$ cat src/sv/dcd_ram.sv
// ----------------------------------------------------------------------------
// dcd_ram: generic single-write, single-read RAM
// One write port and one read port; the read data is registered.
// ----------------------------------------------------------------------------
`default_nettype none

module dcd_ram #(
    parameter int WIDTH = 64,
    parameter int DEPTH = 64
) (
    input  wire logic                     clk,
    input  wire logic                     we,
    input  wire logic [$clog2(DEPTH)-1:0] waddr,
    input  wire logic [WIDTH-1:0]         wdata,
    input  wire logic [$clog2(DEPTH)-1:0] raddr,
    output logic      [WIDTH-1:0]         rdata
);

    logic [WIDTH-1:0] mem [DEPTH];

    always_ff @(posedge clk)
    begin
        if (we)
        begin
            mem[waddr] <= wdata;
        end
        rdata <= mem[raddr];
    end

endmodule

`default_nettype wire

$ cat config.mk
export PLATFORM = sky130hd
export DESIGN_NAME = dcd_ram
export DESIGN_NICKNAME = d
export VERILOG_FILES = /design/src/sv/dcd_ram.sv
export SDC_FILE = /design/constraint.sdc
export NUM_CORES = 2
export LEC_CHECK = 0
export BUFFER_PORTS_ARGS = -buffer_cell sky130_fd_sc_hd__buf_2
export CAP_MARGIN = 20
export CORE_MARGIN = 3
export CORE_UTILIZATION = 35
export CTS_BUF_LIST = sky130_fd_sc_hd__clkbuf_2 sky130_fd_sc_hd__clkbuf_4 sky130_fd_sc_hd__clkbuf_8
export DETAILED_ROUTE_END_ITERATION = 10
export PLACE_DENSITY_LB_ADDON = 0.2
export SYNTH_ARGS = -nofsm -noshare
export SYNTH_HDL_FRONTEND = slang
export SYNTH_SLANG_ARGS = --single-unit
$ cat constraint.sdc
create_clock -name clk -period 6.9 [get_ports clk]
set_clock_uncertainty 0.15 [all_clocks]
set_input_delay 0 -clock clk [delete_from_list [all_inputs] [get_ports clk]]
set_output_delay 0 -clock clk [all_outputs]
set_load 0.01 [all_outputs]
# --- Word-level counts from Yosys, hierarchy flattened ---
# Memory sizes are Yosys's and may differ from the RTL's. A register that Yosys moved wholly into a read port is not among the register bits.
# Index checks and enable logic that the tools add are counted.
op_classes:
  n_addsub: 0
  mul: 0
  n_div: 0
  magnitude_cmp: 0
  eq_ne: 0
  n_shift: 0
  muxes: 2
  n_bitwise: 0
  n_reduce_logical: 0
op_table:
  columns: ["operator", "count"]
  rows:
  - ["1-bit 2-to-1 mux", 2]
word_totals:
  regBits: 0
  latch_bits: 0
  ramBits: 4096
  mem_bits_ro: 0
  inputBits: 78
  output_inout_bits: 64
  mem_count: 1
mem_list:
  columns: ["memory", "depth", "word_bits", "rd", "rd_clocked_by_memory_dff", "wr", "line", "text"]
  rows:
  - ["mem", 64, 64, 1, 1, 1, "19", "logic [WIDTH-1:0] mem [DEPTH];"]

# --- Depth between registers and ports, before layout ---
depth:
  ltp_word: 2
  mapped_depth: 9

# --- Least setup slack after synthesis ---
# Ideal clock, no wire load.
synth_timing:
  path_type: "input to register"
  start: "in waddr[3]"
  end: "mem mem[48][0], enable pin"
  arrival_time_ns: 4.872
  required_ns: 6.186
  path_slack_ns: 1.314
  path_stages: 4
  n_path_buf: 1
  cell_sequence: "clkbuf_1 > nor2b_1 > nand4b_1 > nor3_1"
synth_rtl:
  columns: ["item", "line", "text"]
  rows:
  - ["start, declared", "13", "input wire logic [$clog2(DEPTH)-1:0] waddr,"]
  - ["end, declared", "19", null]
# No word-level cell before the write port.

# --- Worst setup path in the final report ---
layout_timing:
  start: "in waddr[2]"
  end: "mem mem[55][44], enable pin"
# No word-level cell before the write port.

==> flow_summary.ini <==
[power]
power.internal_uw = 40600
p_switching_uw = 11700
seq_power_share_pct = 53.8
peakVddDrop_uv = 191
p_clk_share_pct = 41.2
comb_power_share_pct = 5.0
switching_share_pct = 22.5
p_total_uw = 52300
p_per_area_nw_per_um2 = 288
leakage_uw = 0.0569

[synthesis]
synth_async_sr_flop_share_pct = 0
netlist_instances = 6598
synth_top_cells_by_area = edfxtp_1 79%, mux4_2 15%, mux2i_1 0.86%
yosysMostFrequentCell = edfxtp_1
synth_edf_count = 4096
ys_top_cells_by_count = 4096 x edfxtp_1, 1024 x mux4_2, 170 x buf_2, 168 x a22oi_1, 140 x clkbuf_1
synth_flop_cell = edfxtp_1
ys_types = 33
synth_top_cell_by_area = edfxtp_1
synth_area_sq_um = 156000
avgSynthCellArea_sq_um = 23.7
syn_nets = 6676
yosysSeqAreaShare_pct = 79.5
synth-seq-cells = 4160
yosysTopAreaCellShare_pct = 78.7
ys_warn_count = 0

[drt]
ant_nets = 0
drc_errors = 0
vias = 76900
viasPerCell = 5.51
first_iter_violations = 8443
wl_per_cell_um = 34.2
firstDrtPassIters = 6
wl_um = 476000

[clock_tree]
cts_resized = 0
clkLatencyLatePin_ns = 1.21
path_clk_slew_ns = 0.07
cts_tree = yes
cts_sinks = 4160
ctsHtreeMaxLevel = 6
clk_path_buf_depth = 4
hold_buffers = 190
cts-root-buf = clkbuf_8
postCtsSetupRepairBufs = 0
numCtsBuffers = 686

[timing]
relSlewSlack_pct = 16.7
rsz0062_at_grt = no
hold_ws_ns = 0.131
finalSetupViolCount = 0
min_period_ns = 3.90
fin_crit_sh_pct = 56.6
clock.fmax_ghz = 0.256
fin_setup_tns_ns = 0
finalHoldViolCount = 0
drv_slew = 0
tightest_slew_ns = 1.25

[floorplanning]
coreArea_sq_um = 443000
die_y_um = 674
start_util_pct = 35.3
rows = 244
ios = 142
die_w_um = 674
die_area_sq_um = 455000

[finish]
stdcell_area_sq_um = 182000
areaGrowthSynthToFinish_pct = 16.2
final-instance-count-excl-fill = 13900
nets = 7571
drive_gt1_share_pct = 33.1

[critical_path]
worstPathRequired_ns = 7.53
path_class = input pin to flop
critical_path.cell_chain = dlygate4sd3_1 -> buf_2 -> dlygate4sd3_1 -> nand2_1 -> dlygate4sd3_1 -> nor2_4 -> dlygate4sd3_1 -> buf_4
cp_slowest_cell = dlygate4sd3_1
cpMostUsedCell = dlygate4sd3_1
startpoint_type = input pin
max_stage_delay_ns = 1.27
worstPathMaxFanout = 30
cp.arrival_ns = 4.53
crit_path_end_kind = flop

[global_routing]
grt_pass1_vias = 80500
grt.total_usage_pct = 20.7
grt_pass1_wl_um = 658000
antenna_found_initial = 37
gr-total-overflow = 0
grt_max_degree = 107

[placed_design]
placed_area_sq_um = 165000
numPortBuffers = 141
place_inst = 12500
place_hpwl_um = 254000
gp_congestion = 0.760

[hold_path]
holdCritPathClass = input pin to flop

[status]
status = completed

[job]
drv_cap = 0
-- critical path: cells and delay by family --
family        cells  cell delay [ns]
buf+inv           6             4.21
simple gates      2             0.23
-- path summary, 6_finish.rpt --
path	from	end	slack, ns	depth (start not counted)
setup / recovery	waddr[2]	mem[55][44]	3.00	8
hold / removal	waddr[2]	mem[49][6]	0.13	4
setup reg to reg	mem[3][28]	rdata[28]	3.95	6
hold reg to reg	mem[38][26]	rdata[26]	0.69	4
-- layer usage --
metal | track usage [%] | up-vias | wire, um
li1 | - | 30400 | -
met1 | 29.0 | 42800 | 203000
met2 | 34.0 | 2968 | 231000
met3 | 3.10 | 724 | 29300
met4 | 5.57 | 4 | 12500
met5 | 0 | - | 34
-- layout make-up --
class	count	area [sq um]
Fill cell	38900	262000
Multi-Input combinational cell	2049	30800
Clock inverter	218	1470
Timing Repair Buffer	577	5620
Sequential cell	4160	124000
Antenna cell	8	20.0
Tap cell	5904	7390
Inverter	19	71.3
Clock buffer	1009	12100
-- sequential cells by signal, indices dropped and copies added, names as in the netlist --
signal,cells
mem,4096
rdata,64
-- cells in the final DEF (no fill, tap or decap), types with 64 or more instances in the layout --
cell / count
nor2_4: 65
o22ai_1: 83
mux4_2: 1024
dfxtp_1: 64
mux2i_1: 135
clkbuf_4: 283
buf_2: 138
edfxtp_1: 4096
buf_4: 198
clkinv_1: 118
a22oi_1: 168
clkbuf_8: 726
a22o_1: 88
and3_1: 64
dlygate4sd3_1: 156
-- logic make-up after synthesis --
kind of cell / synth area share (%)
buffers and inverters: 1.18
muxes: 15.6
DFF: 79.5
and+or+nand+nor: 1.24
AOI/OAI and AO/OA: 2.48
-- stage by stage --
stage / utilization, % / setup slack, ns
final: 41.0 / 3.00
after global routing: 41.0 / 2.99
after CTS: 40.9 / 3.09
after detailed placement: 37.3 / 3.06
after global placement: 37.3 / 3.06
after floorplan: - / 1.31
-- power groups by stage --
stage / combinational (uW) / sequential, uW / clock, uW
detailed placement: 2450 / 28700 / 0
finish: 2610 / 28100 / 21600
global placement: 2420 / 28700 / 0
CTS: 2640 / 28200 / 22100
floorplan: 1300 / 28600 / 0
global route: 2780 / 28100 / 23200
Power figures use the tool's default switching activity.
