## src/sv/dcd_pkg.sv

```systemverilog
// ----------------------------------------------------------------------------
// dcd_pkg: shared types and codes of the directed cycle detector
// Item kinds, register indexes, sequencer states and the scan flag bundle.
// ----------------------------------------------------------------------------
`default_nettype none

package dcd_pkg;

    // Kind of an input transaction, carried on s_tuser.
    localparam logic [1:0] ACT_ADD_EDGE = 2'd0;
    localparam logic [1:0] ACT_RUN      = 2'd1;
    localparam logic [1:0] ACT_CLEAR    = 2'd2;

    // Register index taken from paddr[2].
    localparam logic REG_NODE_COUNT = 1'b0;

    localparam int NODE_COUNT_W     = 7;
    localparam logic [NODE_COUNT_W-1:0] NODE_COUNT_RESET = 7'd64;

    typedef enum logic [3:0] {
        ST_CLEAR,
        ST_IDLE,
        ST_EDGE_WR,
        ST_ROOT,
        ST_FETCH,
        ST_SCAN,
        ST_DECIDE,
        ST_POP,
        ST_EMIT
    } seq_state_t;

    // Flags produced by the row scan unit for the node on top of the stack.
    typedef struct packed {
        logic cycle_hit;
        logic cand_found;
    } scan_flags_t;

endpackage

`default_nettype wire

```

## src/sv/dcd_row_scan.sv

```systemverilog
// ----------------------------------------------------------------------------
// dcd_row_scan: shared row scan unit
// Masks one adjacency row, tests it against the on-path marks and picks the
// lowest unvisited successor. Results are registered for the next cycle.
// ----------------------------------------------------------------------------
`default_nettype none

module dcd_row_scan #(
    parameter int MAX_NODES = 64
) (
    input  wire logic                         clk,
    input  wire logic [MAX_NODES-1:0]         row,
    input  wire logic [MAX_NODES-1:0]         live,
    input  wire logic [MAX_NODES-1:0]         on_path,
    input  wire logic [MAX_NODES-1:0]         visited,
    output dcd_pkg::scan_flags_t              flags,
    output logic [$clog2(MAX_NODES)-1:0]      cand_idx
);

    localparam int NW = $clog2(MAX_NODES);

    logic [MAX_NODES-1:0] masked;
    logic [MAX_NODES-1:0] cand;
    logic [MAX_NODES-1:0] lowest;
    logic [NW-1:0]        idx_comb;
    dcd_pkg::scan_flags_t flags_comb;

    // Isolating the lowest set bit is a single wide two's complement add.
    assign masked = row & live;
    assign cand   = masked & ~visited;
    assign lowest = cand & (~cand + {{(MAX_NODES-1){1'b0}}, 1'b1});

    always_comb
    begin
        idx_comb = '0;
        for (int i = 0; i < MAX_NODES; i++)
        begin
            if (lowest[i])
            begin
                idx_comb = idx_comb | NW'(i);
            end
        end
        flags_comb.cycle_hit  = |(masked & on_path);
        flags_comb.cand_found = |cand;
    end

    always_ff @(posedge clk)
    begin
        flags    <= flags_comb;
        cand_idx <= idx_comb;
    end

endmodule

`default_nettype wire

```

## config.mk

```make
export PLATFORM = sky130hd
export DESIGN_NAME = dcd_row_scan
export DESIGN_NICKNAME = d
export VERILOG_FILES = /design/src/sv/dcd_pkg.sv /design/src/sv/dcd_row_scan.sv
export SDC_FILE = /design/constraint.sdc
export NUM_CORES = 1
export LEC_CHECK = 0
export ABC_AREA = 0
export BUFFER_PORTS_ARGS = -buffer_cell sky130_fd_sc_hd__clkbuf_2
export CORE_AREA = 3 3 101 103
export CTS_CLUSTER_SIZE = 16
export DETAILED_ROUTE_END_ITERATION = 6
export DIE_AREA = 0 0 104 106
export PLACE_DENSITY_LB_ADDON = 0.08
export SETUP_SLACK_MARGIN = 0.1
export SYNTH_ARGS = -nofsm -noshare
export SYNTH_HDL_FRONTEND = slang
export SYNTH_SLANG_ARGS = --single-unit
```

## constraint.sdc

```tcl
create_clock -name clk -period 4.4 [get_ports clk]
set_input_delay 0.88 -clock clk [delete_from_list [all_inputs] [get_ports clk]]
set_output_delay 0.88 -clock clk [all_outputs]
set_load 0.05 [all_outputs]
```

* Word level (Yosys, flattened, before mapping)
Index checks and enable logic that the tools add are counted.
** Word-level totals
- Register bits after elaboration :: 8
- Latch bits :: 0
- Bits in writable memories :: 0
- Memory bits (read-only) :: 0
- Output and inout bits :: 8
- Logic and storage cells :: 83
- Memories kept :: 0
** Cells by class
- $add $sub $neg :: 1
- $mul :: 0
- Div/mod/pow operators :: 0
- Order comparisons :: 0
- Equality and inequality tests :: 0
- Shifts and indexed selects :: 0
- Mux-type cells :: 61
- Bitwise gates (word level) :: 6
- Reductions and logical operators :: 7
** Operator list (count)
- $and 64x64->64 :: 4
- $mux 6 :: 30
- $not 64->64 :: 2
- $reduce_or 64->1 :: 2
- $mux 5 :: 16
- $add 64x1->64 const B :: 1
- $mux 4 :: 8
- $reduce_or 32->1 :: 1
- $reduce_or 16->1 :: 1
- $mux 3 :: 4
- $reduce_or 8->1 :: 1
- $mux 2 :: 2
- $reduce_or 4->1 :: 1
- $reduce_or 2->1 :: 1
- $mux 1 :: 1

* Depth between registers and ports, before layout
Gate-level depths: netlist of the first run.
- Word-level depth :: 66
- Mapped depth :: 10
- Depth with buffers taken out :: 8

* Least setup slack after synthesis of the first run
OpenSTA, ideal clock, no wires.
- Path kind :: input to register
- Start point :: input live[1]
- End point :: register cand_idx[4]
- Library setup time :: 0.062 ns
- Arrival :: 2.857 ns
- Required time :: 4.338 ns
- Setup slack :: 1.482 ns
- Cell stages on the path :: 8
- Buffers on the path :: 0
- Path through :: and3b_1 -> or4_4 -> nor3_4 -> nand4_4 -> nor4_2 -> nor4_1 -> and3_1 -> nand3_1
** Between the ends
- Cells in the longest elaborated chain, start to end :: 37
** Ends and longest elaborated chain
- start, declared :: RTL line dcd_row_scan.sv:13 : input wire logic [MAX_NODES-1:0] live,
- $and 64x64->64 (*) :: RTL line dcd_row_scan.sv:29 : assign masked = row & live;
- $and 64x64->64 (*) :: RTL line dcd_row_scan.sv:30 : assign cand = masked & ~visited;
- $not 64->64 (*) :: RTL line dcd_row_scan.sv:31 : assign lowest = cand & (~cand + {{(MAX_NODES-1){1'b0}}, 1'b1});
- $add 64x1->64 (*) :: RTL line dcd_row_scan.sv:31
- $and 64x64->64 (*) :: RTL line dcd_row_scan.sv:31
- $mux 5 (16 in a row) :: RTL line dcd_row_scan.sv:38 : if (lowest[i])
- $mux 6 (16 in a row) :: RTL line dcd_row_scan.sv:38
- end signal, assigned :: RTL line dcd_row_scan.sv:50 : cand_idx <= idx_comb;
- end, declared :: RTL line dcd_row_scan.sv:17 : output logic [$clog2(MAX_NODES)-1:0] cand_idx
Every way passes the cells marked *; elsewhere a longest branch is shown, timed or not.
A chain may end at the register's enable or synchronous reset.

* Final worst setup path of the first run
Same ends and word-level chain as after synthesis.

==> reports/qor.yml, run 1 <==
slew_viol_final: 0
syn_inst: 375
place_congestion: 0.920
seq_area_frac_synth_pct: 6.59
numCtsBuffers: 3
ys_types: 56
die_h_um: 106
tns_ps: 0
drt-initial-drc-count: 293
p_leak_nw: 2.02
crit_chain: "clkbuf_2 -> and3b_1 -> or4_4 -> nor3_4 -> nand4_4 -> nor4_1 -> nor4_1 -> and3_1 -> nand3_1"
ios: 265
clk_pin_slew_ps: 40
start_util_pct: 26.2
period_minus_slack_ps: 3240
crit_top_cell: "nor4_1"
antennaDiodeCount: 0
placed_area_mm2: 0.00390
hpwl_um: 14000
route.detailed.drc: 0
htree_levels: 1
crit_start: "live[1]"
place_inst: 766
max_cap_violations: 0
min_path_type: "primary input to flip-flop"
max_freq_mhz: 308
ys_seq_elements: 8
final_cell_area_mm2: 0.00394
end_kind: "flip-flop"
yosys.area.top_type_share_pct: 16.5
routedWlPerCell_um: 19.4
cts_sinks: 8
grt_pass1_vias: 3976
synth_top_cells_by_count: "80 x nand3_1, 41 x nand3b_1, 36 x nand2_1, 30 x nand4_1, 25 x nor2_1"
worst_path_max_delay_cell: "or4_4"
overflow: 0
syn_area_per_cell_um2: 6.48
nets: 899
finalPower_w: 0.000526
postCtsHoldBufs: 0
synth_flop_cell: "dfxtp_1"
cts_resized: 0
cts_max_path_buffers: 2
synth_most_common_cell: "nand3_1"
slowest_delay_ps: 590
setup_viol: 0
hold_viol: 0
core_area_mm2: 0.00928
vias: 4202
antenna_left: 0
rows: 35
grt_pass1_wl_um: 21600
post_cts_buffers: 0
grt_max_degree: 15
layout-drive-gt1-share_pct: 45.0
netlist_area_mm2: 0.00243
n_fill_cell: 1054
synth-async-reset-ratio_pct: 0
vias_per_cell: 5.46
cp.required_ps: 4560
die_area_mm2: 0.0110
die_x_um: 104
crit_buf_inv: 1
synthesis.nets: 632
cp_num_cells: 9
yosys_warnings: 0
rsz0062_at_grt: "no"
critPathKind: "primary input to flip-flop"
finalNonFillerCells: 769
tightest_slew_ps: 664
cp_max_fo: 14
io_buffer_count: 264
synth_top_cell_by_area: "nand3_1"
arrival_ps: 3400
status: "completed"
cts_tree: "done"
endpoint: "cand_idx[4]"
antenna_found_initial: 0
firstDrtPassIters: 5
synth-edff-count: 0
synth.area.top_cells: "nand3_1 16%, nand3b_1 13%, nand4_1 7.7%"
critPathTopFamily: "simple AND/OR/NAND/NOR gates"
synthToLayoutAreaGrowth_pct: 62.1
p_per_area_mw_per_mm2: 134
cts_root_buf: "clkbuf_8"
finalWirelength_um: 14900
ir_drop_v: 0.000115
whs_ps: 1130
maxSlewHeadroom_pct: 55.3
track_usage_pct: 24.8
startpoint_type: "primary input"
timing.final.crit_share_pct: 73.7
-- layout by cell type (no fill, tap or decap), drive strengths merged, types with 2 or more instances in the layout --
| cell | instances |
|---|---|
| nor3 | 19 |
| nor2b | 3 |
| o21bai | 2 |
| a2111oi | 2 |
| and3 | 7 |
| dfxtp | 8 |
| o21a | 2 |
| nor3b | 4 |
| or2 | 7 |
| nor4b | 4 |
| nand3 | 80 |
| a211oi | 4 |
| clkbuf | 267 |
| and3b | 21 |
| a21oi | 10 |
| nand2b | 3 |
| a31oi | 6 |
| or4 | 3 |
| inv | 2 |
| o31ai | 3 |
| nand4 | 31 |
| nor4 | 19 |
| nand4b | 3 |
| nor2 | 26 |
| nand3b | 41 |
| nand2 | 36 |
| a41oi | 2 |
| o21ai | 12 |
-- cells by family (layout without fill, tap and decap cells) --
| logic type | after synthesis | after routing | share of synthesized area [%] |
|---|---|---|---|
| AO/OA/AOI/OAI | 52 | 52 | 14.5 |
| buffers and inverters | 4 | 269 | 0.927 |
| flip-flops | 8 | 8 | 6.59 |
| AND/OR/NAND/NOR | 311 | 311 | 78.0 |
-- worst min-delay path by stage --
stage	startpoint	endpoint	slack [ps]	cells past startpoint
after global placement	on_path[28]	flags[1]	1340	5
after global routing	on_path[28]	flags[1]	1160	5
after CTS	on_path[28]	flags[1]	1110	5
after floorplan	live[35]	flags[1]	1110	4
after detailed placement	on_path[28]	flags[1]	1340	5
final	on_path[28]	flags[1]	1130	5
-- worst min-delay path: stages --
cell and delay [ps]:
clkbuf_2 80, nand3_1 80, nand4_1 70, nor4_1 40, nand4_1 140
-- final cells by class --
| class | count | area, µm² | area share [%] |
|---|---|---|---|
| clock buffer | 3 | 41.3 | 1.05 |
| inverter | 2 | 7.51 | 0.191 |
| multi-input combinational | 363 | 2250 | 57.0 |
| sequential | 8 | 160 | 4.07 |
| tap | 129 | 161 | 4.10 |
| timing repair buffer | 264 | 1320 | 33.6 |
-- through the flow --
stage	utilization [%]	setup WS (ps)
after global placement	42.0	971
after CTS	42.4	1160
after detailed placement	42.0	938
final	42.4	1160
after global routing	42.4	1010
after floorplan	-	1480
-- flip-flops by register name, summed over array words and instances, names as in the netlist --
signal,count
cand_idx,6
flags,2
-- routing by layer --
| layer | global-route usage (%) | up-vias | share of wire [%] |
|---|---|---|---|
| met1 | 31.7 | 1937 | 41 |
| met4 | 6.36 | 0 | 2.0 |
| li1 | - | 2048 | - |
| met5 | 0 | - | 0 |
| met2 | 43.5 | 199 | 50 |
| met3 | 4.07 | 18 | 7.1 |
-- power breakdown --
group / total (W) / switching (W) / internal, W
combinational: 0.000361 / 0.000202 / 0.000159
sequential: 0.0000827 / 0.00000170 / 0.0000810
clock: 0.0000820 / 0.0000233 / 0.0000587
Note: power is estimated with default switching activity, not from simulation.
==> inputs of run 2 (changes only) <==
- ABC_AREA: 0 -> 1
- CORE_AREA: 3 3 101 103 -> not set
- CORE_MARGIN: not set -> 3
- CORE_UTILIZATION: not set -> 35
- DIE_AREA: 0 0 104 106 -> not set
- clock period: 4.4 -> 2.63 ns (I/O delays scaled with it)
==> reports/qor.yml, run 2 <==
startpoint_type: "primary input"
hold_viol: 0
maxSlewHeadroom_pct: 64.6
cp.required_ps: 2810
die_area_mm2: 0.0140
synth_flop_cell: "dfxtp_1"
routedWlPerCell_um: 15.1
synth-compound-area-share_pct: 1.56
layout_commonest_cell: "nand2_1"
worst_path_max_delay_cell: "nor2_2"
synth_top_cell_by_area: "nand2_1"
track_usage_pct: 28.6
endpoint: "cand_idx[5]"
synth_xor_area_share_pct: 0
cts_resized: 0
period_minus_slack_ps: 2020
largest_reg_flops: 6
critPathKind: "primary input to flip-flop"
hold_depth: 4
finalWirelength_um: 20800
p_per_area_mw_per_mm2: 235
syn_area_per_cell_um2: 4.71
slew_viol_final: 0
postCtsHoldBufs: 0
overflow: 0
max_freq_mhz: 494
place_congestion: 1.06
grt_pass1_wl_um: 32700
ir_drop_v: 0.000154
clk_pin_slew_ps: 40
netlist_area_mm2: 0.00442
antenna_found_initial: 0
start_util_pct: 36.3
post_cts_buffers: 0
crit_top_cell: "nand2_1"
arrival_ps: 2200
critPathTopFamily: "simple AND/OR/NAND/NOR gates"
crit_chain: "clkbuf_2 -> nand2_1 -> nor2_2 -> nor2_1 -> nand2_1 -> nor2_1 -> nand2_1 -> nor2_2 -> nand2_1 -> nand2_1 -> nor2_1 -> nand3_1 -> nor2_1 -> nand2_1"
antenna_left: 0
hpwl_um: 19200
p_leak_nw: 3.69
synth_mux_area_share_pct: 0
top_register: "cand_idx"
ys_seq_elements: 8
max_cap_violations: 0
cp_num_cells: 14
yosys_warnings: 0
met3WireLength_um: 2020
vias_per_cell: 5.00
whs_ps: 722
final_cell_mix: "291 x nand2_1, 264 x clkbuf_2, 247 x nor2_1"
n_fill_cell: 1445
slowest_delay_ps: 260
setup_viol: 0
numCtsBuffers: 3
post-route-util_pct: 49.7
tns_ps: 0
finalNonFillerCells: 1375
htree_levels: 1
rsz0062_at_grt: "no"
rows: 40
tightest_slew_ps: 527
synth_top_family_by_area: "simple AND/OR/NAND/NOR gates"
cts_max_path_buffers: 2
die_x_um: 118
synth-edff-count: 0
drt-initial-drc-count: 475
synthSimpleGateAreaFrac_pct: 86.8
antennaDiodeCount: 0
top_layer: "met4"
cts_tree: "done"
crit_start: "row[25]"
synth_top_cells_by_count: "291 x nand2_1, 247 x nor2_1, 124 x nand3_1, 91 x inv_1, 29 x nor2_2"
vias: 6877
route.detailed.drc: 0
ys_types: 26
crit_buf_inv: 1
synth_fa_ha_area_share_pct: 0
synth-async-reset-ratio_pct: 0
nets: 1466
place_inst: 1372
seq_area_frac_synth_pct: 3.62
reg_top3: "cand_idx (6), flags (2)"
firstDrtPassIters: 5
syn_inst: 938
finalPower_w: 0.00142
synthToLayoutAreaGrowth_pct: 36.7
cts_sinks: 8
die_h_um: 118
io_buffer_count: 264
synth_most_common_cell: "nand2_1"
synthesis.nets: 1195
grt_max_degree: 10
end_kind: "flip-flop"
status: "completed"
yosys.area.top_type_share_pct: 24.7
min_path_type: "primary input to flip-flop"
cp_max_fo: 4
layout-drive-gt1-share_pct: 30.1
cts_root_buf: "clkbuf_16"
synth.area.top_cells: "nand2_1 25%, nor2_1 21%, nand3_1 14%"
route.met2.wl_um: 8830
timing.final.crit_share_pct: 76.9
ios: 265
grt_pass1_vias: 6576
wl_met1_um: 9380
core_area_mm2: 0.0122
==> run 2: where the power goes <==
group	internal, W	total, W	switching [W]
Clock	0.000196	0.000253	0.0000572
Combinational	0.000355	0.00103	0.000674
Sequential	0.000136	0.000140	0.00000327
==> run 2: area by class of cell <==
class                           instances  area, µm²  area share (%)
Inverter                               94        353            5.84
Clock buffer                            3       75.1            1.24
Tap cell                              168        210            3.48
Timing Repair Buffer                  266       1340            22.1
Multi-Input combinational cell        836       3910            64.7
Sequential cell                         8        160            2.65
==> run 2: routing by layer <==
| layer | vias up | GRT usage [%] |
|---|---|---|
| li1 | 3551 | - |
| met1 | 2966 | 39.6 |
| met2 | 323 | 44.9 |
| met3 | 37 | 6.51 |
| met4 | 0 | 7.24 |
| met5 | - | 0 |
==> run 2: worst min path at each step <==
stage | start | to | slack (ps)
after floorplan | live[43] | flags[1] | 750
after global placement | visited[63] | flags[0] | 970
after detailed placement | visited[63] | flags[0] | 960
after CTS | visited[63] | flags[0] | 730
after global routing | visited[63] | flags[0] | 780
final | visited[63] | flags[0] | 720
==> run 2: cell families after synthesis <==
kind of cell | after synthesis
AND/OR/NAND/NOR | 824
buffers and inverters | 94
AO/OA/AOI/OAI | 12
flip-flops | 8
==> run 2: through the flow <==
| step | cell area [µm²] | setup WS, ps |
|---|---|---|
| final | 6040 | 607 |
| after global routing | 6040 | 427 |
| after CTS | 6040 | 656 |
| after detailed placement | 5970 | 434 |
| after global placement | 5970 | 355 |
| after floorplan | 4420 | 993 |
